==> src/rcir_ram.sv <==
// Generic single-write, single-read RAM with registered read data.
module rcir_ram #(
	parameter int WIDTH = 32,
	parameter int DEPTH = 64
) (
	input  logic                     clk,
	input  logic                     we,
	input  logic [$clog2(DEPTH)-1:0] waddr,
	input  logic [WIDTH-1:0]         wdata,
	input  logic [$clog2(DEPTH)-1:0] raddr,
	output logic [WIDTH-1:0]         rdata
);
	logic [WIDTH-1:0] mem [DEPTH];

	always_ff @(posedge clk) begin
		if (we) begin
			mem[waddr] <= wdata;
		end
		rdata <= mem[raddr];
	end
endmodule

==> config.mk <==
export PLATFORM = sky130hd
export DESIGN_NAME = rcir_ram
export DESIGN_NICKNAME = d
export VERILOG_FILES = /design/src/rcir_ram.sv
export SDC_FILE = /design/constraint.sdc
export NUM_CORES = 2
export LEC_CHECK = 0
export BUFFER_PORTS_ARGS = -buffer_cell sky130_fd_sc_hd__clkbuf_2
export CAP_MARGIN = 10
export CORE_ASPECT_RATIO = 1.25
export CORE_MARGIN = 2
export CORE_UTILIZATION = 45
export CTS_CLUSTER_DIAMETER = 100
export DETAILED_ROUTE_END_ITERATION = 8
export PLACE_DENSITY = 0.69
export SYNTH_ARGS = -nofsm -noshare
export SYNTH_HDL_FRONTEND = slang
export SYNTH_SLANG_ARGS = --single-unit
==> constraint.sdc <==
create_clock -name clk -period 3.85 [get_ports clk]
set_input_delay 0.1925 -clock clk [delete_from_list [all_inputs] [get_ports clk]]
set_output_delay 0.1925 -clock clk [all_outputs]
set_load 0.1 [all_outputs]
# Word-level counts from Yosys, hierarchy flattened
# Memories as Yosys holds them, arrays and structs flattened. A register that Yosys moved wholly into a read port is not among the register bits.
# Cells that the tools add are included.
[totals]
wordCells = 3
register_bits = 0
input_bits = 46
ramBits = 2048
n_memories = 1
[op_classes]
muxes = 2
[memory_table]
columns = ["memory", "depth", "word_bits", "rd", "rd_ports_with_merged_regs", "wr", "line", "rtl"]
rows = [
  ["mem", 64, 32, 1, 1, 1, "13", "logic [WIDTH-1:0] mem [DEPTH];"],
]
[ops]
columns = ["operator", "count"]
rows = [
  ["$mux 1", 2],
]

# Depth between registers and ports, before layout
[logic_depth]
depth_word = 2
ltp_mapped = 10
ltp_nobuf = 5

# Worst setup path before layout
# OpenSTA, ideal clock, no wires.
[synth_path]
path_type = "input-to-reg"
startpoint = "in waddr[3]"
endpoint = "mem mem[48][0], enable pin"
required_ns = 3.389
arrival_time_ns = 2.891
path_slack_ns = 0.498
n_path_buf = 1
stages = 4
cell_sequence = "clkbuf_1 nor2b_1 nand4b_1 nor3_1"
[synth_rtl]
columns = ["item", "line", "rtl"]
rows = [
  ["start: declaration", "8", "input logic [$clog2(DEPTH)-1:0] waddr,"],
  ["end: declaration", "13", ""],
]
# Straight into the memory's write port.

# Worst setup path after layout
[layout_path]
startpoint = "in waddr[1]"
endpoint = "mem mem[3][8], enable pin"
# Straight into the memory's write port.

==> qor.csv <==
metric;value;unit
final_layout_size_suffix_gt1_frac;0.319;
pwr-share-clk;0.412;
port_buffers;77;
start_kind;input port;
crit_path_end;mem[3][8];
root_buffer;clkbuf_16;
area_growth;14.8;%
clk_pin_slew;0.06;ns
place_ws;0.442;ns
grt.total_usage;0.230;
combPwrFrac;0.060;
clkLatencyLatePin;0.85;ns
antenna_left;1;
drcViolationCount;0;
postSynthAreaPerCell;23.6;um^2
ys_types;34;
power_density;529;nW/um^2
crit_buf_inv;3;
design_area;90200;um^2
synth_warnings;0;
outcome;finished with violations;
p_int;37200;uW
clock-sinks;2080;
totalWireLength;203000;um
worst_slack;1.20;ns
layout_commonest_cell;edfxtp_1;
cp.required;4.39;ns
syn_area;78500;um^2
worst_slew_pin_slew;1.28;ns
drv_slew;0;
peakVddDrop;0.513;mV
yosysSeqAreaShare;0.791;
crit_start;waddr[1];
period_share;0.688;
hpwl;118000;um
path_delay_family;simple AND/OR/NAND/NOR gates;
r2r_cells;4;
cts_buffers;193;
worstPathArrival;3.19;ns
crit_chain;dlygate4sd3_1 > clkbuf_2 > nor2b_1 > nand3_1 > nor2_4 > buf_12;
hold_class;input port to flip-flop;
ctsHoldBuffers;10;
crit-reg2reg-launch;mem[47][31];
worst-path-stages;6;
swShare;0.220;
final_core_util;0.520;
start_util;0.452;
violations;antenna rules;
layout_common_cells;edfxtp_1, mux4_2, buf_4;
cts_buffer_depth;3;
synth_seq_cells;2080;
ioPinCount;78;
grt_pass1_wl;286000;um
hold_viol;0;
slowest_delay;0.91;ns
crit_slowest_cell;nor2_4;
synth_area_leaders;edfxtp_1, mux4_2, mux2i_1;
netSwitchingPower;10500;uW
drt_iter0_drc;5428;
synth_fp_nets;3370;
tns;0;ns
power;47700;uW
worst-path-max-fanout;18;
htreeDepth;4;
reg2reg_to;rdata[31];
critical_path_class;input port to flip-flop;
gp_congestion;0.862;
yosys.area.top_type;edfxtp_1;
fin_skew;0.0192;ns
cts_tree;yes;
power.leakage;0.0282;uW
end_kind;flip-flop;
pwr-share-seq;0.528;
rsz0062_at_grt;no;
rows;171;
vias;37800;
fillers;13100;
cts_setup_buffers;0;
die-area;178000;um^2
synth_cells;3324;
avgViaCountPerCell;6.12;
period_needed;2.65;ns
antenna_found_initial;20;
grt_pass1_vias;38300;
die_w;378;um
die_h;471;um
drv_cap;0;
synth_top_area_share;0.783;
dpl_cell_area;83500;um^2
cts-resized-gates;0;
nets;3702;
routedWlPerCell;32.9;um
final-setup-viol-count;0;
firstDrtPassIters;6;
overflow;0;
r2r_slack;1.41;ns
coreArea;174000;um^2
grt_max_degree;65;
max_freq;0.377;GHz
maxSlewHeadroom;0.145;
## cells by family (layout without fill, tap and decap cells)
kind of cell	after synthesis	in the layout	synth area share
and+or+nand+nor	223	223	0.0127
muxes	637	637	0.168
AOI/OAI and AO/OA	202	202	0.0167
DFF	2080	2080	0.791
other	0	11	0
buffers and inverters	182	683	0.0113
## per-stage QoR
stage | cells | hold WS (ns)
floorplan | 3324 | 0.291
global placement | 5786 | 0.497
detailed placement | 5786 | 0.509
CTS | 6160 | 0.00622
global route | 6161 | 0.0481
finish | 6171 | 0.0344
## how the worst min path moves through the flow
stage | endpoint | cells past startpoint | start | slack [ns]
final | mem[18][10] | 2 | wdata[10] | 0.03
after global routing | mem[18][10] | 2 | wdata[10] | 0.05
after CTS | mem[37][11] | 2 | wdata[11] | 0.006
after detailed placement | mem[37][13] | 1 | wdata[13] | 0.51
after global placement | mem[37][13] | 1 | wdata[13] | 0.50
after floorplan | mem[0][0] | 0 | wdata[0] | 0.29
## layer usage
metal  global-route usage  routed length, um
met1                0.301              73100
met4               0.0869               8100
met3               0.0519              20600
met5                    0                 77
met2                0.378             101000
## power by group through the flow
stage          logic (uW)  registers [uW]  clock network, uW
2_1_floorplan        1220           26000                  0
4_1_cts              2850           25200              19900
6_report             2850           25200              19600
5_1_grt              2950           25200              20700
3_5_place_dp         2830           25600                  0
3_3_place_gp         2800           25600                  0
## sequential cells by signal, summed over array words and instances, names as in the netlist
name	count
mem	2048
rdata	32
## worst reg2reg max path, delay by kind of cell, from the launching register on
kind / cells / cell delay [ns]
and+or+nand+nor: 1 / 0.31
AOI/OAI and AO/OA: 1 / 0.56
muxes: 2 / 1.02
DFF: 1 / 0.36
## cell usage after synthesis (all sizes together)
cell type / n
nor3: 7
a311oi: 8
mux2i: 93
nor2: 137
and2: 2
nand4: 2
a41o: 4
edfxtp: 2048
clkbuf: 74
a21oi: 62
or3: 3
nand3b: 5
nand3: 5
o22ai: 84
and3: 4
a31oi: 1
nand2: 26
or3b: 5
nand2b: 8
nand4b: 1
mux4: 544
dfxtp: 32
a22oi: 12
buf: 108
o32ai: 4
o221ai: 27
or2: 3
nor2b: 15
## final cells by class
cell class / count / area, um^2 / share of cell area
antenna: 11 / 27.5 / 0.000305
clock buffer: 242 / 5160 / 0.0573
clock inverter: 122 / 1390 / 0.0154
multi-input combinational: 1062 / 16000 / 0.177
sequential: 2080 / 62100 / 0.689
tap: 2335 / 2920 / 0.0324
timing repair buffer: 319 / 2550 / 0.0283
(Power assumes the default switching activity.)
