[config.mk]
export PLATFORM = sky130hd
export DESIGN_NAME = rcir_alu
export DESIGN_NICKNAME = d
export VERILOG_FILES = /design/src/rcir_pkg.sv /design/src/rcir_alu.sv
export SDC_FILE = /design/constraint.sdc
export NUM_CORES = 2
export LEC_CHECK = 0
export BUFFER_PORTS_ARGS = -buffer_cell sky130_fd_sc_hd__buf_4
export CORE_MARGIN = 8
export CORE_UTILIZATION = 30
export DETAILED_ROUTE_END_ITERATION = 8
export PLACE_DENSITY = 0.48
export RECOVER_POWER = 100
export SLEW_MARGIN = 20
export SYNTH_ARGS = -nofsm -noshare
export SYNTH_HDL_FRONTEND = slang
export SYNTH_SLANG_ARGS = --single-unit
[constraint.sdc]
create_clock -name clk -period 23.5 [get_ports clk]
set_clock_uncertainty 0.2 [all_clocks]
set_input_delay 2.35 -clock clk [delete_from_list [all_inputs] [get_ports clk]]
set_output_delay 2.35 -clock clk [all_outputs]
set_load 0.02 [all_outputs]
[src/rcir_pkg.sv]
// Package: widths, opcodes, state types and the compute microprogram.
package rcir_pkg;

	localparam int WORD_BITS    = 32;
	localparam int FRAC_BITS    = 16;
	localparam int NUM_OPERANDS = 36;
	localparam int REG_DEPTH    = 64;
	localparam int REG_AW       = $clog2(REG_DEPTH);
	localparam int IDX_BITS     = 6;
	localparam int KIND_BITS    = 3;
	localparam int PC_BITS      = 8;
	localparam int PROG_LEN     = 153;

	typedef logic signed [WORD_BITS-1:0] word_t;

	typedef enum logic [3:0] {
		OP_ADD, OP_SUB, OP_NEG, OP_ONE, OP_MUL, OP_DIV, OP_NORM,
		OP_SQSET, OP_SQACC, OP_SQRT, OP_EMX, OP_EMY, OP_EMZ
	} uop_op_t;

	typedef struct packed {
		uop_op_t           op;
		logic [REG_AW-1:0] dst;
		logic [REG_AW-1:0] a;
		logic [REG_AW-1:0] b;
	} uop_t;

	typedef struct packed {
		logic    start;
		uop_op_t op;
	} alu_req_t;

	typedef struct packed {
		logic done;
		logic sat;
	} alu_rsp_t;

	typedef enum logic [2:0] {
		AL_IDLE, AL_ADD, AL_MUL, AL_RND, AL_DIV, AL_DIVR, AL_SQRT
	} alu_state_t;

	typedef enum logic [2:0] {
		SQ_IDLE, SQ_READ, SQ_ISSUE, SQ_WAIT, SQ_EMIT
	} seq_state_t;

	localparam logic [KIND_BITS-1:0] KIND_LIN  = 3'd0;
	localparam logic [KIND_BITS-1:0] KIND_ANGA = 3'd1;
	localparam logic [KIND_BITS-1:0] KIND_ANGB = 3'd2;
	localparam logic [KIND_BITS-1:0] KIND_SHA  = 3'd3;
	localparam logic [KIND_BITS-1:0] KIND_SHB  = 3'd4;

	function automatic uop_t uo(uop_op_t op, int unsigned d, int unsigned a, int unsigned b);
		uop_t r;
		r.op  = op;
		r.dst = REG_AW'(d);
		r.a   = REG_AW'(a);
		r.b   = REG_AW'(b);
		return r;
	endfunction

	// Register map: 0..35 operands, 36..63 temporaries.
	function automatic uop_t rcir_uop(logic [PC_BITS-1:0] pc);
		uop_t r;
		unique case (pc)
			8'd0:   r = uo(OP_SQSET, 63, 13, 0);
			8'd1:   r = uo(OP_SQACC, 63, 14, 0);
			8'd2:   r = uo(OP_SQACC, 63, 15, 0);
			8'd3:   r = uo(OP_SQRT, 63, 0, 0);
			8'd4:   r = uo(OP_NORM, 36, 13, 0);
			8'd5:   r = uo(OP_NORM, 37, 14, 0);
			8'd6:   r = uo(OP_NORM, 38, 15, 0);
			8'd7:   r = uo(OP_SUB, 39, 10, 4);
			8'd8:   r = uo(OP_SUB, 40, 11, 5);
			8'd9:   r = uo(OP_SUB, 41, 12, 6);
			8'd10:  r = uo(OP_SUB, 42, 10, 7);
			8'd11:  r = uo(OP_SUB, 43, 11, 8);
			8'd12:  r = uo(OP_SUB, 44, 12, 9);
			8'd13:  r = uo(OP_ONE, 45, 0, 0);
			8'd14:  r = uo(OP_MUL, 46, 2, 3);
			8'd15:  r = uo(OP_ADD, 46, 45, 46);
			8'd16:  r = uo(OP_MUL, 46, 46, 17);
			8'd17:  r = uo(OP_NEG, 46, 46, 0);
			8'd18:  r = uo(OP_DIV, 47, 45, 0);
			8'd19:  r = uo(OP_DIV, 48, 45, 1);
			8'd20:  r = uo(OP_ADD, 47, 47, 48);
			// body A: c = rA x n
			8'd21:  r = uo(OP_MUL, 52, 40, 38);
			8'd22:  r = uo(OP_MUL, 53, 41, 37);
			8'd23:  r = uo(OP_SUB, 49, 52, 53);
			8'd24:  r = uo(OP_MUL, 52, 41, 36);
			8'd25:  r = uo(OP_MUL, 53, 39, 38);
			8'd26:  r = uo(OP_SUB, 50, 52, 53);
			8'd27:  r = uo(OP_MUL, 52, 39, 37);
			8'd28:  r = uo(OP_MUL, 53, 40, 36);
			8'd29:  r = uo(OP_SUB, 51, 52, 53);
			// m = IA * c
			8'd30:  r = uo(OP_MUL, 52, 18, 49);
			8'd31:  r = uo(OP_MUL, 53, 19, 50);
			8'd32:  r = uo(OP_ADD, 52, 52, 53);
			8'd33:  r = uo(OP_MUL, 53, 20, 51);
			8'd34:  r = uo(OP_ADD, 54, 52, 53);
			8'd35:  r = uo(OP_MUL, 52, 21, 49);
			8'd36:  r = uo(OP_MUL, 53, 22, 50);
			8'd37:  r = uo(OP_ADD, 52, 52, 53);
			8'd38:  r = uo(OP_MUL, 53, 23, 51);
			8'd39:  r = uo(OP_ADD, 55, 52, 53);
			8'd40:  r = uo(OP_MUL, 52, 24, 49);
			8'd41:  r = uo(OP_MUL, 53, 25, 50);
			8'd42:  r = uo(OP_ADD, 52, 52, 53);
			8'd43:  r = uo(OP_MUL, 53, 26, 51);
			8'd44:  r = uo(OP_ADD, 56, 52, 53);
			// e = m x rA
			8'd45:  r = uo(OP_MUL, 52, 55, 41);
			8'd46:  r = uo(OP_MUL, 53, 56, 40);
			8'd47:  r = uo(OP_SUB, 49, 52, 53);
			8'd48:  r = uo(OP_MUL, 52, 56, 39);
			8'd49:  r = uo(OP_MUL, 53, 54, 41);
			8'd50:  r = uo(OP_SUB, 50, 52, 53);
			8'd51:  r = uo(OP_MUL, 52, 54, 40);
			8'd52:  r = uo(OP_MUL, 53, 55, 39);
			8'd53:  r = uo(OP_SUB, 51, 52, 53);
			// n . e
			8'd54:  r = uo(OP_MUL, 52, 36, 49);
			8'd55:  r = uo(OP_MUL, 53, 37, 50);
			8'd56:  r = uo(OP_ADD, 52, 52, 53);
			8'd57:  r = uo(OP_MUL, 53, 38, 51);
			8'd58:  r = uo(OP_ADD, 52, 52, 53);
			8'd59:  r = uo(OP_ADD, 47, 47, 52);
			// body B
			8'd60:  r = uo(OP_MUL, 52, 43, 38);
			8'd61:  r = uo(OP_MUL, 53, 44, 37);
			8'd62:  r = uo(OP_SUB, 49, 52, 53);
			8'd63:  r = uo(OP_MUL, 52, 44, 36);
			8'd64:  r = uo(OP_MUL, 53, 42, 38);
			8'd65:  r = uo(OP_SUB, 50, 52, 53);
			8'd66:  r = uo(OP_MUL, 52, 42, 37);
			8'd67:  r = uo(OP_MUL, 53, 43, 36);
			8'd68:  r = uo(OP_SUB, 51, 52, 53);
			8'd69:  r = uo(OP_MUL, 52, 27, 49);
			8'd70:  r = uo(OP_MUL, 53, 28, 50);
			8'd71:  r = uo(OP_ADD, 52, 52, 53);
			8'd72:  r = uo(OP_MUL, 53, 29, 51);
			8'd73:  r = uo(OP_ADD, 54, 52, 53);
			8'd74:  r = uo(OP_MUL, 52, 30, 49);
			8'd75:  r = uo(OP_MUL, 53, 31, 50);
			8'd76:  r = uo(OP_ADD, 52, 52, 53);
			8'd77:  r = uo(OP_MUL, 53, 32, 51);
			8'd78:  r = uo(OP_ADD, 55, 52, 53);
			8'd79:  r = uo(OP_MUL, 52, 33, 49);
			8'd80:  r = uo(OP_MUL, 53, 34, 50);
			8'd81:  r = uo(OP_ADD, 52, 52, 53);
			8'd82:  r = uo(OP_MUL, 53, 35, 51);
			8'd83:  r = uo(OP_ADD, 56, 52, 53);
			8'd84:  r = uo(OP_MUL, 52, 55, 44);
			8'd85:  r = uo(OP_MUL, 53, 56, 43);
			8'd86:  r = uo(OP_SUB, 49, 52, 53);
			8'd87:  r = uo(OP_MUL, 52, 56, 42);
			8'd88:  r = uo(OP_MUL, 53, 54, 44);
			8'd89:  r = uo(OP_SUB, 50, 52, 53);
			8'd90:  r = uo(OP_MUL, 52, 54, 43);
			8'd91:  r = uo(OP_MUL, 53, 55, 42);
			8'd92:  r = uo(OP_SUB, 51, 52, 53);
			8'd93:  r = uo(OP_MUL, 52, 36, 49);
			8'd94:  r = uo(OP_MUL, 53, 37, 50);
			8'd95:  r = uo(OP_ADD, 52, 52, 53);
			8'd96:  r = uo(OP_MUL, 53, 38, 51);
			8'd97:  r = uo(OP_ADD, 52, 52, 53);
			8'd98:  r = uo(OP_ADD, 47, 47, 52);
			8'd99:  r = uo(OP_DIV, 46, 46, 47);
			// J = j n
			8'd100: r = uo(OP_MUL, 57, 46, 36);
			8'd101: r = uo(OP_MUL, 58, 46, 37);
			8'd102: r = uo(OP_MUL, 59, 46, 38);
			// rA x J
			8'd103: r = uo(OP_MUL, 52, 40, 59);
			8'd104: r = uo(OP_MUL, 53, 41, 58);
			8'd105: r = uo(OP_SUB, 49, 52, 53);
			8'd106: r = uo(OP_MUL, 52, 41, 57);
			8'd107: r = uo(OP_MUL, 53, 39, 59);
			8'd108: r = uo(OP_SUB, 50, 52, 53);
			8'd109: r = uo(OP_MUL, 52, 39, 58);
			8'd110: r = uo(OP_MUL, 53, 40, 57);
			8'd111: r = uo(OP_SUB, 51, 52, 53);
			// -(rB x J)
			8'd112: r = uo(OP_MUL, 52, 43, 59);
			8'd113: r = uo(OP_MUL, 53, 44, 58);
			8'd114: r = uo(OP_SUB, 54, 52, 53);
			8'd115: r = uo(OP_MUL, 52, 44, 57);
			8'd116: r = uo(OP_MUL, 53, 42, 59);
			8'd117: r = uo(OP_SUB, 55, 52, 53);
			8'd118: r = uo(OP_MUL, 52, 42, 58);
			8'd119: r = uo(OP_MUL, 53, 43, 57);
			8'd120: r = uo(OP_SUB, 56, 52, 53);
			8'd121: r = uo(OP_NEG, 54, 54, 0);
			8'd122: r = uo(OP_NEG, 55, 55, 0);
			8'd123: r = uo(OP_NEG, 56, 56, 0);
			// separations
			8'd124: r = uo(OP_ADD, 46, 0, 1);
			8'd125: r = uo(OP_DIV, 47, 1, 46);
			8'd126: r = uo(OP_MUL, 47, 47, 16);
			8'd127: r = uo(OP_MUL, 60, 47, 13);
			8'd128: r = uo(OP_MUL, 61, 47, 14);
			8'd129: r = uo(OP_MUL, 62, 47, 15);
			8'd130: r = uo(OP_DIV, 47, 0, 46);
			8'd131: r = uo(OP_MUL, 47, 47, 16);
			8'd132: r = uo(OP_MUL, 39, 47, 13);
			8'd133: r = uo(OP_NEG, 39, 39, 0);
			8'd134: r = uo(OP_MUL, 40, 47, 14);
			8'd135: r = uo(OP_NEG, 40, 40, 0);
			8'd136: r = uo(OP_MUL, 41, 47, 15);
			8'd137: r = uo(OP_NEG, 41, 41, 0);
			// emit, kind in b
			8'd138: r = uo(OP_EMX, 0, 57, 0);
			8'd139: r = uo(OP_EMY, 0, 58, 0);
			8'd140: r = uo(OP_EMZ, 0, 59, int'(KIND_LIN));
			8'd141: r = uo(OP_EMX, 0, 49, 0);
			8'd142: r = uo(OP_EMY, 0, 50, 0);
			8'd143: r = uo(OP_EMZ, 0, 51, int'(KIND_ANGA));
			8'd144: r = uo(OP_EMX, 0, 54, 0);
			8'd145: r = uo(OP_EMY, 0, 55, 0);
			8'd146: r = uo(OP_EMZ, 0, 56, int'(KIND_ANGB));
			8'd147: r = uo(OP_EMX, 0, 60, 0);
			8'd148: r = uo(OP_EMY, 0, 61, 0);
			8'd149: r = uo(OP_EMZ, 0, 62, int'(KIND_SHA));
			8'd150: r = uo(OP_EMX, 0, 39, 0);
			8'd151: r = uo(OP_EMY, 0, 40, 0);
			8'd152: r = uo(OP_EMZ, 0, 41, int'(KIND_SHB));
			default: r = uo(OP_EMZ, 0, 41, int'(KIND_SHB));
		endcase
		return r;
	endfunction

endpackage

[src/rcir_alu.sv]
// Shared arithmetic unit: saturating add, rounded multiply, square accumulate, serial divide and square root.
module rcir_alu import rcir_pkg::*; (
	input  logic     clk,
	input  logic     arst_n,
	input  alu_req_t req,
	input  word_t    a,
	input  word_t    b,
	output alu_rsp_t rsp,
	output word_t    res
);
	localparam int PW   = 2 * WORD_BITS;
	localparam int DW   = WORD_BITS + FRAC_BITS;
	localparam int MAGW = PW + 1 - FRAC_BITS;
	localparam int CW   = $clog2(DW);
	localparam int SW   = $clog2(WORD_BITS);

	alu_state_t state_q, state_d;

	uop_op_t                op_q;
	word_t                  a_q, b_q, res_q;
	logic                   done_q, sat_q, neg_q;
	logic [PW-1:0]          prod_q, acc_q;
	logic [DW-1:0]          dvd_q, quo_q;
	logic [WORD_BITS-1:0]   rem_q, div_q, len_q, root_q;
	logic [CW-1:0]          cnt_q;

	logic [WORD_BITS-1:0]   mul_x, mul_y, sq_c;
	logic [PW-1:0]          mul_p;
	logic [WORD_BITS:0]     sum;
	logic [WORD_BITS:0]     rem2;
	logic [PW:0]            rnd;
	logic [MAGW-1:0]        qrnd;

	function automatic logic [WORD_BITS-1:0] mag(word_t v);
		return v[WORD_BITS-1] ? WORD_BITS'(-v) : WORD_BITS'(v);
	endfunction

	// returns {sat, value}
	function automatic logic [WORD_BITS:0] mk(logic neg, logic [MAGW-1:0] m);
		logic [MAGW-1:0]      lim;
		logic [MAGW-1:0]      mm;
		logic                 s;
		lim = neg ? (MAGW'(1) << (WORD_BITS - 1)) : ((MAGW'(1) << (WORD_BITS - 1)) - 1'b1);
		s   = m > lim;
		mm  = s ? lim : m;
		return {s, neg ? WORD_BITS'(-mm[WORD_BITS-1:0]) : mm[WORD_BITS-1:0]};
	endfunction

	assign sq_c  = root_q | (WORD_BITS'(1) << cnt_q[SW-1:0]);
	assign mul_x = (state_q == AL_SQRT) ? sq_c : mag(a_q);
	assign mul_y = (state_q == AL_SQRT) ? sq_c :
		((op_q == OP_SQSET || op_q == OP_SQACC) ? mag(a_q) : mag(b_q));
	assign mul_p = mul_x * mul_y;

	always_comb begin
		unique case (op_q)
			OP_SUB:  sum = {a_q[WORD_BITS-1], a_q} - {b_q[WORD_BITS-1], b_q};
			OP_NEG:  sum = '0 - {a_q[WORD_BITS-1], a_q};
			OP_ONE:  sum = (WORD_BITS+1)'(1) << FRAC_BITS;
			default: sum = {a_q[WORD_BITS-1], a_q} + {b_q[WORD_BITS-1], b_q};
		endcase
	end

	assign rem2 = {rem_q, dvd_q[DW-1]};
	assign rnd  = {1'b0, prod_q} + ((PW+1)'(1) << (FRAC_BITS - 1));
	assign qrnd = MAGW'(quo_q) + MAGW'(({rem_q, 1'b0} >= {1'b0, div_q}) ? 1 : 0);

	always_ff @(posedge clk or negedge arst_n) begin
		if (!arst_n) begin
			state_q <= AL_IDLE;
		end else begin
			state_q <= state_d;
		end
	end

	always_comb begin
		state_d = state_q;
		unique case (state_q)
			AL_IDLE: begin
				if (req.start) begin
					unique case (req.op)
						OP_MUL, OP_SQSET, OP_SQACC: state_d = AL_MUL;
						OP_DIV, OP_NORM:            state_d = AL_DIV;
						OP_SQRT:                    state_d = AL_SQRT;
						default:                    state_d = AL_ADD;
					endcase
				end
			end
			AL_ADD:  state_d = AL_IDLE;
			AL_MUL:  state_d = AL_RND;
			AL_RND:  state_d = AL_IDLE;
			AL_DIV: begin
				if (div_q == '0 || cnt_q == '0) begin
					state_d = AL_DIVR;
				end
			end
			AL_DIVR: state_d = AL_IDLE;
			AL_SQRT: begin
				if (cnt_q == '0) begin
					state_d = AL_IDLE;
				end
			end
			default: state_d = AL_IDLE;
		endcase
	end

	always_ff @(posedge clk or negedge arst_n) begin
		if (!arst_n) begin
			done_q <= 1'b0;
		end else begin
			done_q <= (state_q == AL_ADD) || (state_q == AL_RND) || (state_q == AL_DIVR) ||
				(state_q == AL_SQRT && cnt_q == '0);
		end
	end

	always_ff @(posedge clk) begin
		unique case (state_q)
			AL_IDLE: begin
				if (req.start) begin
					a_q    <= a;
					b_q    <= b;
					op_q   <= req.op;
					dvd_q  <= {mag(a), FRAC_BITS'(0)};
					rem_q  <= '0;
					quo_q  <= '0;
					root_q <= '0;
					div_q  <= (req.op == OP_NORM) ? len_q : mag(b);
					neg_q  <= a[WORD_BITS-1] ^ ((req.op != OP_NORM) & b[WORD_BITS-1]);
					cnt_q  <= (req.op == OP_SQRT) ? CW'(WORD_BITS - 1) : CW'(DW - 1);
				end
			end
			AL_ADD: begin
				sat_q <= sum[WORD_BITS] != sum[WORD_BITS-1];
				if (sum[WORD_BITS] != sum[WORD_BITS-1]) begin
					res_q <= sum[WORD_BITS] ? {1'b1, {(WORD_BITS-1){1'b0}}}
						: {1'b0, {(WORD_BITS-1){1'b1}}};
				end else begin
					res_q <= sum[WORD_BITS-1:0];
				end
			end
			AL_MUL: prod_q <= mul_p;
			AL_RND: begin
				if (op_q == OP_SQSET || op_q == OP_SQACC) begin
					acc_q <= ((op_q == OP_SQSET) ? '0 : acc_q) + prod_q;
					res_q <= '0;
					sat_q <= 1'b0;
				end else begin
					{sat_q, res_q} <= mk(a_q[WORD_BITS-1] ^ b_q[WORD_BITS-1],
						MAGW'(rnd >> FRAC_BITS));
				end
			end
			AL_DIV: begin
				if (div_q != '0) begin
					dvd_q <= dvd_q << 1;
					cnt_q <= cnt_q - 1'b1;
					if (rem2 >= {1'b0, div_q}) begin
						rem_q <= WORD_BITS'(rem2 - {1'b0, div_q});
						quo_q <= {quo_q[DW-2:0], 1'b1};
					end else begin
						rem_q <= rem2[WORD_BITS-1:0];
						quo_q <= {quo_q[DW-2:0], 1'b0};
					end
				end
			end
			AL_DIVR: begin
				if (div_q == '0) begin
					sat_q <= 1'b1;
					if (dvd_q == '0) begin
						res_q <= '0;
					end else begin
						res_q <= neg_q ? {1'b1, {(WORD_BITS-1){1'b0}}}
							: {1'b0, {(WORD_BITS-1){1'b1}}};
					end
				end else begin
					{sat_q, res_q} <= mk(neg_q, qrnd);
				end
			end
			AL_SQRT: begin
				cnt_q <= cnt_q - 1'b1;
				if (mul_p <= acc_q) begin
					root_q <= sq_c;
				end
				if (cnt_q == '0) begin
					len_q <= (mul_p <= acc_q) ? sq_c : root_q;
					res_q <= '0;
					sat_q <= 1'b0;
				end
			end
			default: ;
		endcase
	end

	assign rsp.done = done_q;
	assign rsp.sat  = sat_q;
	assign res      = res_q;
endmodule
[Word level (Yosys, flattened, before mapping)]
Cells that the tools add are included.
Storage, ports and cells
  output and inout port bits: 34
  input port bits: 71
  logic and storage cells: 141
  bits in registers: 464
Operators by class
  shift operators: 1
  bitwise operators: 4
  magnitude comparators: 5
  multipliers: 1
  reductions and logical operators: 25
  equality and inequality tests: 23
  multiplexer cells: 51
  add/sub/neg operators: 14
Operator list (count)
  2-to-1 mux 32 bit: 25
  2-to-1 mux 48 bit: 4
  negator 32 bit: 6
  case mux 48 bit (2 select lines): 2
  case mux 32 bit (2 select lines): 2
  case mux 32 bit (4 select lines): 1
  case mux 33 bit (3 select lines): 1
  > comparator 49 x 32 -> 1 bit: 2
  >= comparator 33 x 32 -> 1 bit: 2
  adder 64 x 16 -> 65 bit (second input constant): 1
  adder 64 bit: 1
  less-or-equal comparator 64 bit: 1
  multiplier 32 x 32 -> 64 bit: 1
  2-to-1 mux 64 bit: 1
  adder 48 x 1 -> 49 bit: 1
  logical NOT 48 bit: 1
  adder 32 x 32 -> 33 bit: 1
  subtractor 1 x 32 -> 33 bit (first input constant): 1
  subtractor 32 x 32 -> 33 bit: 1
  logical NOT 32 bit: 1
  OR 32 bit: 1
  nonzero test 32 bit: 1
  left shift 1 x 5 -> 32 bit (first input constant): 1
  subtractor 32 bit: 1
  other kinds (32): 64

[Longest topological paths before layout]
  depth after elaboration: 9
  depth in mapped cells: 54
  mapped depth without buffers: 50

[Least setup slack after synthesis]
Ideal clock, no wire load.
  kind: reg2reg
  start: register a_q[0] (netlist name)
  end: register root_q[14], data pin
  arrival time: 12458 ps
  library setup time: 152 ps
  cell stages (with the launch flop): 53
  clock period less this slack: 12811 ps
  path slack: 10689 ps
  buffers on the path: 3
  data required time: 23148 ps
  path through: edfxtp_1 inv_1 ha_1 or4b_2 or4_1 or4_1 or3_1 nand2_1 xor2_1 nand2_1 a21oi_1 or2_2 clkbuf_1 nor2_1 fa_1 inv_1 fa_1 inv_1 (+17 left out) o211ai_1 a21oi_1 o21ai_0 o21ai_0 a21oi_1 xnor2_1 ha_1 a21o_1 a21o_1 a21o_1 a21oi_1 nor2b_1 o21ai_0 o211ai_1 o21ai_1 nand2_1 clkbuf_1 o21ai_0
RTL lines
  end signal, assigned: line rcir_alu.sv:181  | root_q <= sq_c;
  end, declared: line rcir_alu.sv:24  | logic [WORD_BITS-1:0] rem_q, div_q, len_q, root_q;

[Worst setup path in the final report]
  start: register state_q[2]
  end: register root_q[11], data pin
Between the ends
  longest elaborated chain between the ends: 6
  elaborated cells on any way between the ends: 8
  classes of those cells: mul (1); order compare (1); eq/ne (1); mux (4); reduce/logical (1)
RTL lines
  start, declared: line rcir_alu.sv:17  | alu_state_t state_q, state_d;
  start signal, assigned: line rcir_alu.sv:72  | state_q <= state_d;
  equality test 3 bit (*)
  2-to-1 mux 32 bit, on equally long branches
  multiplier 32 x 32 -> 64 bit (*)
  named net mul_p[56]: line rcir_alu.sv:28  | logic [PW-1:0] mul_p;
  less-or-equal comparator 64 bit (*)
  2-to-1 mux 32 bit (*)
  case mux 32 bit (2 select lines) (*): line rcir_alu.sv:117  | unique case (state_q)
Mark *: on every way through the listed nets, which the timed path passes. The rest lies on a longest branch.
A chain may end at the register's enable or synchronous reset.

==> results_dict.tcl <==
set metrics [dict create \
    cts_buffers 53 \
    drv_cap 18 \
    areaGrowthSynthToFinish_pct 8.50 \
    grt_pass1_wl_um 392000 \
    postSynthAreaPerCell_um2 8.69 \
    die_x_um 495 \
    detail_route.vias_per_cell 5.35 \
    drcViolationCount 0 \
    worst_hold_start "len_q[13]$_DFFE_PP_" \
    report.final.setup_viol 0 \
    worst_r2r_startpoint "state_q[2]$_DFFE_PN0P_" \
    synth_top_flop_cell "sky130_fd_sc_hd__edfxtp_1" \
    timing.final.max_slew_violations 885 \
    nFillCells 24076 \
    synthCells 7936 \
    arrival_ns 19.23 \
    status "complete, but fails checks" \
    cts_tree "yes" \
    critical_path_class "reg -> reg" \
    worstMarginPinSlew_ns 4.18 \
    globalRouteOverflowTotal 0 \
    critPathMaxStageDelay_ns 2.13 \
    max-clock-path-buffers 3 \
    cts_sinks 448 \
    port_buffers 104 \
    grt_antenna_before_repair 14 \
    maxClockFrequency_mhz 52.8 \
    yosysMostFrequentCell "sky130_fd_sc_hd__inv_1" \
    worst-endpoint-required_ns 23.78 \
    path_buf_inv 8 \
    wl_per_cell_um 24.2 \
    min_period_over_period_pct 80.6 \
    clock_insertion_delay_worst_skew_ns 0.68 \
    failed_checks "max-capacitance violations, max-slew violations" \
    clk_transition_reported_paths_ns 0.07 \
    drt_first_pass_iters 6 \
    vias 58510 \
    finalWirelength_um 265000 \
    drtIter0Drc 5722 \
    io_pins 105 \
    post_synth_instance_area_mm2 0.0690 \
    number_of_global_route_vias_before_repair 58847 \
    synth_largest_area_cell "sky130_fd_sc_hd__fa_1" \
    drtAntennaViolNets 0 \
    ff_latch_area_mm2 0.0134 \
    syn-num-nets 9440 \
    rsz0062_at_grt "false" \
    post_route_cells_drive_above_1_share_pct 3.90 \
    ys_top_cells_by_area "sky130_fd_sc_hd__fa_1 26%, sky130_fd_sc_hd__edfxtp_1 19%, sky130_fd_sc_hd__ha_1 9.7%" \
    cells_resized_by_post_cts_repair 0 \
    synth_seq_area_share_pct 19.5 \
    hold_buffers 0 \
    dpl.hpwl_um 208000 \
    postCtsSetupRepairBufs 0 \
    grt_util_all_layers_pct 21.2 \
    die_y_um 495 \
    fp-row-count 176 \
    fp.dieArea_mm2 0.245 \
    synth.top_cell.area_share_pct 26.1 \
    critPathLaunchType "register" \
    root_buffer_cell "sky130_fd_sc_hd__clkbuf_16" \
    timing_hold_violations_final 0 \
    endpoint_kind "register" \
    critPathMostFrequentCell "sky130_fd_sc_hd__fa_1" \
    maxSlewHeadroom_pct -179 \
    fin_crit_ns 18.95 \
    gp_routability_congestion 0.934 \
    num-nets-final 9361 \
    h-tree-depth 2 \
    synth.lib_cells_used.distinct 91 \
    crit_path_max_fanout 53 \
    synth.top_cells.by_count "1,211 x sky130_fd_sc_hd__inv_1, 977 x sky130_fd_sc_hd__nand2_1, 899 x sky130_fd_sc_hd__fa_1" \
    floorplan.initialDensity_pct 30.1 \
    largestRegisters "acc_q x64, prod_q x64, quo_q x48" \
    maximum_number_of_pins_on_one_net_before_global_route_repair 79 \
    multi_input_area_mm2 0.0498 \
    core_mm2 0.229 \
    slowest_stage "sky130_fd_sc_hd__clkbuf_1" \
    hp-class "reg -> reg" \
    yosysWarnings 0 \
    startpoint "state_q[2]$_DFFE_PN0P_" \
    async_flop_share_pct 0.893 \
    critical-path-top-delay-family "compound AO/OA/AOI/OAI gates" \
    number_of_enable_type_register_cells_in_the_synthesized_netlist 444 \
    synth-seq-cells 448 \
    tns_ns 0 \
]
-- worst min-delay path, delay by kind of cell (launching register included) --
family,cells,cell delay [ns]
AO/OA/AOI/OAI,1,0.06
flip-flops,1,0.32
AND/OR/NAND/NOR,1,0.05
-- through the flow --
stage | cells | worst slack (ns) | cell area (um2) | hold slack, ns | utilization [%]
4_1_cts | 10927 | 8.02 | 75300 | 0.335 | 32.8
2_1_floorplan | 7936 | 10.69 | 69000 | 0.296 | -
5_1_grt | 10927 | 3.97 | 74800 | 0.348 | 32.6
6_report | 10931 | 4.55 | 74800 | 0.336 | 32.6
3_5_place_dp | 10828 | 8.07 | 73400 | 0.319 | 32.0
3_3_place_gp | 10828 | 8.28 | 73400 | 0.315 | 32.0
-- area by class of cell --
class                           count  area share (%)
Multi-Input combinational cell   5909            66.6
Antenna cell                        4          0.0134
Tap cell                         3026            5.06
Timing Repair Buffer              233            1.72
Inverter                         1212            6.08
Clock inverter                     39           0.744
Sequential cell                   448            18.0
Clock buffer                       60            1.82
-- placed cells by master, fill, tap and decap left out, types with 16 or more instances in the layout --
cell type / instances
sky130_fd_sc_hd__o21ai_0: 329
sky130_fd_sc_hd__a211oi_1: 55
sky130_fd_sc_hd__nand2_1: 977
sky130_fd_sc_hd__mux2i_1: 42
sky130_fd_sc_hd__nand4_1: 110
sky130_fd_sc_hd__a311oi_1: 20
sky130_fd_sc_hd__clkbuf_1: 129
sky130_fd_sc_hd__o21bai_1: 63
sky130_fd_sc_hd__ha_1: 534
sky130_fd_sc_hd__edfxtp_1: 444
sky130_fd_sc_hd__nand3_1: 140
sky130_fd_sc_hd__a21oi_1: 329
sky130_fd_sc_hd__a22oi_1: 16
sky130_fd_sc_hd__o22ai_1: 32
sky130_fd_sc_hd__xor2_1: 200
sky130_fd_sc_hd__nor2_1: 801
sky130_fd_sc_hd__o31ai_1: 33
sky130_fd_sc_hd__clkbuf_16: 53
sky130_fd_sc_hd__and3_1: 93
sky130_fd_sc_hd__xnor2_1: 235
sky130_fd_sc_hd__nor3_1: 88
sky130_fd_sc_hd__and4_1: 36
sky130_fd_sc_hd__fa_1: 899
sky130_fd_sc_hd__nand2b_1: 51
sky130_fd_sc_hd__or2_2: 25
sky130_fd_sc_hd__o211ai_1: 38
sky130_fd_sc_hd__and2_1: 58
sky130_fd_sc_hd__a21o_1: 162
sky130_fd_sc_hd__or3_1: 52
sky130_fd_sc_hd__a31oi_1: 42
sky130_fd_sc_hd__buf_4: 110
sky130_fd_sc_hd__nor4_1: 42
sky130_fd_sc_hd__nor2b_1: 60
sky130_fd_sc_hd__or4_1: 30
sky130_fd_sc_hd__o21a_1: 56
sky130_fd_sc_hd__inv_1: 1210
-- cells by family (layout without fill, tap and decap cells) --
family	count (synthesis)	in the layout	synth area share, %
compound gates	1355	1355	12.5
other cells	0	4	0
fa+ha+maj	1433	1433	35.8
simple gates	2639	2639	17.4
xor+xnor	437	437	5.56
buf+inv	1579	1544	8.64
flops	448	448	19.5
mux	45	45	0.659
-- final timing paths --
| path | endpoint | slack, ns | depth (start not counted) |
|---|---|---|---|
| min in group asynchronous | done_q$_DFF_PN0_ | 1.34 | 1 |
| hold / removal | div_q[13]$_DFFE_PP_ | 0.34 | 2 |
| setup reg to reg | root_q[11]$_SDFFCE_PN0P_ | 4.55 | 45 |
| max in group asynchronous | state_q[0]$_DFFE_PN0P_ | 21.51 | 1 |
| hold reg to reg | div_q[13]$_DFFE_PP_ | 0.34 | 2 |
| setup / recovery | root_q[11]$_SDFFCE_PN0P_ | 4.55 | 45 |
-- per-layer routing --
metal | part of all wire [%] | vias up | GRT usage (%)
met5 | 0.019 | - | 0
met2 | 45 | 2327 | 33.7
li1 | - | 26009 | -
met4 | 4.5 | 8 | 7.88
met1 | 43 | 29684 | 28.8
met3 | 8.1 | 482 | 3.72
Power is left out: the tool's default activity adds up to more than one toggle a clock period on the data nets, which glitch-free logic cannot reach.
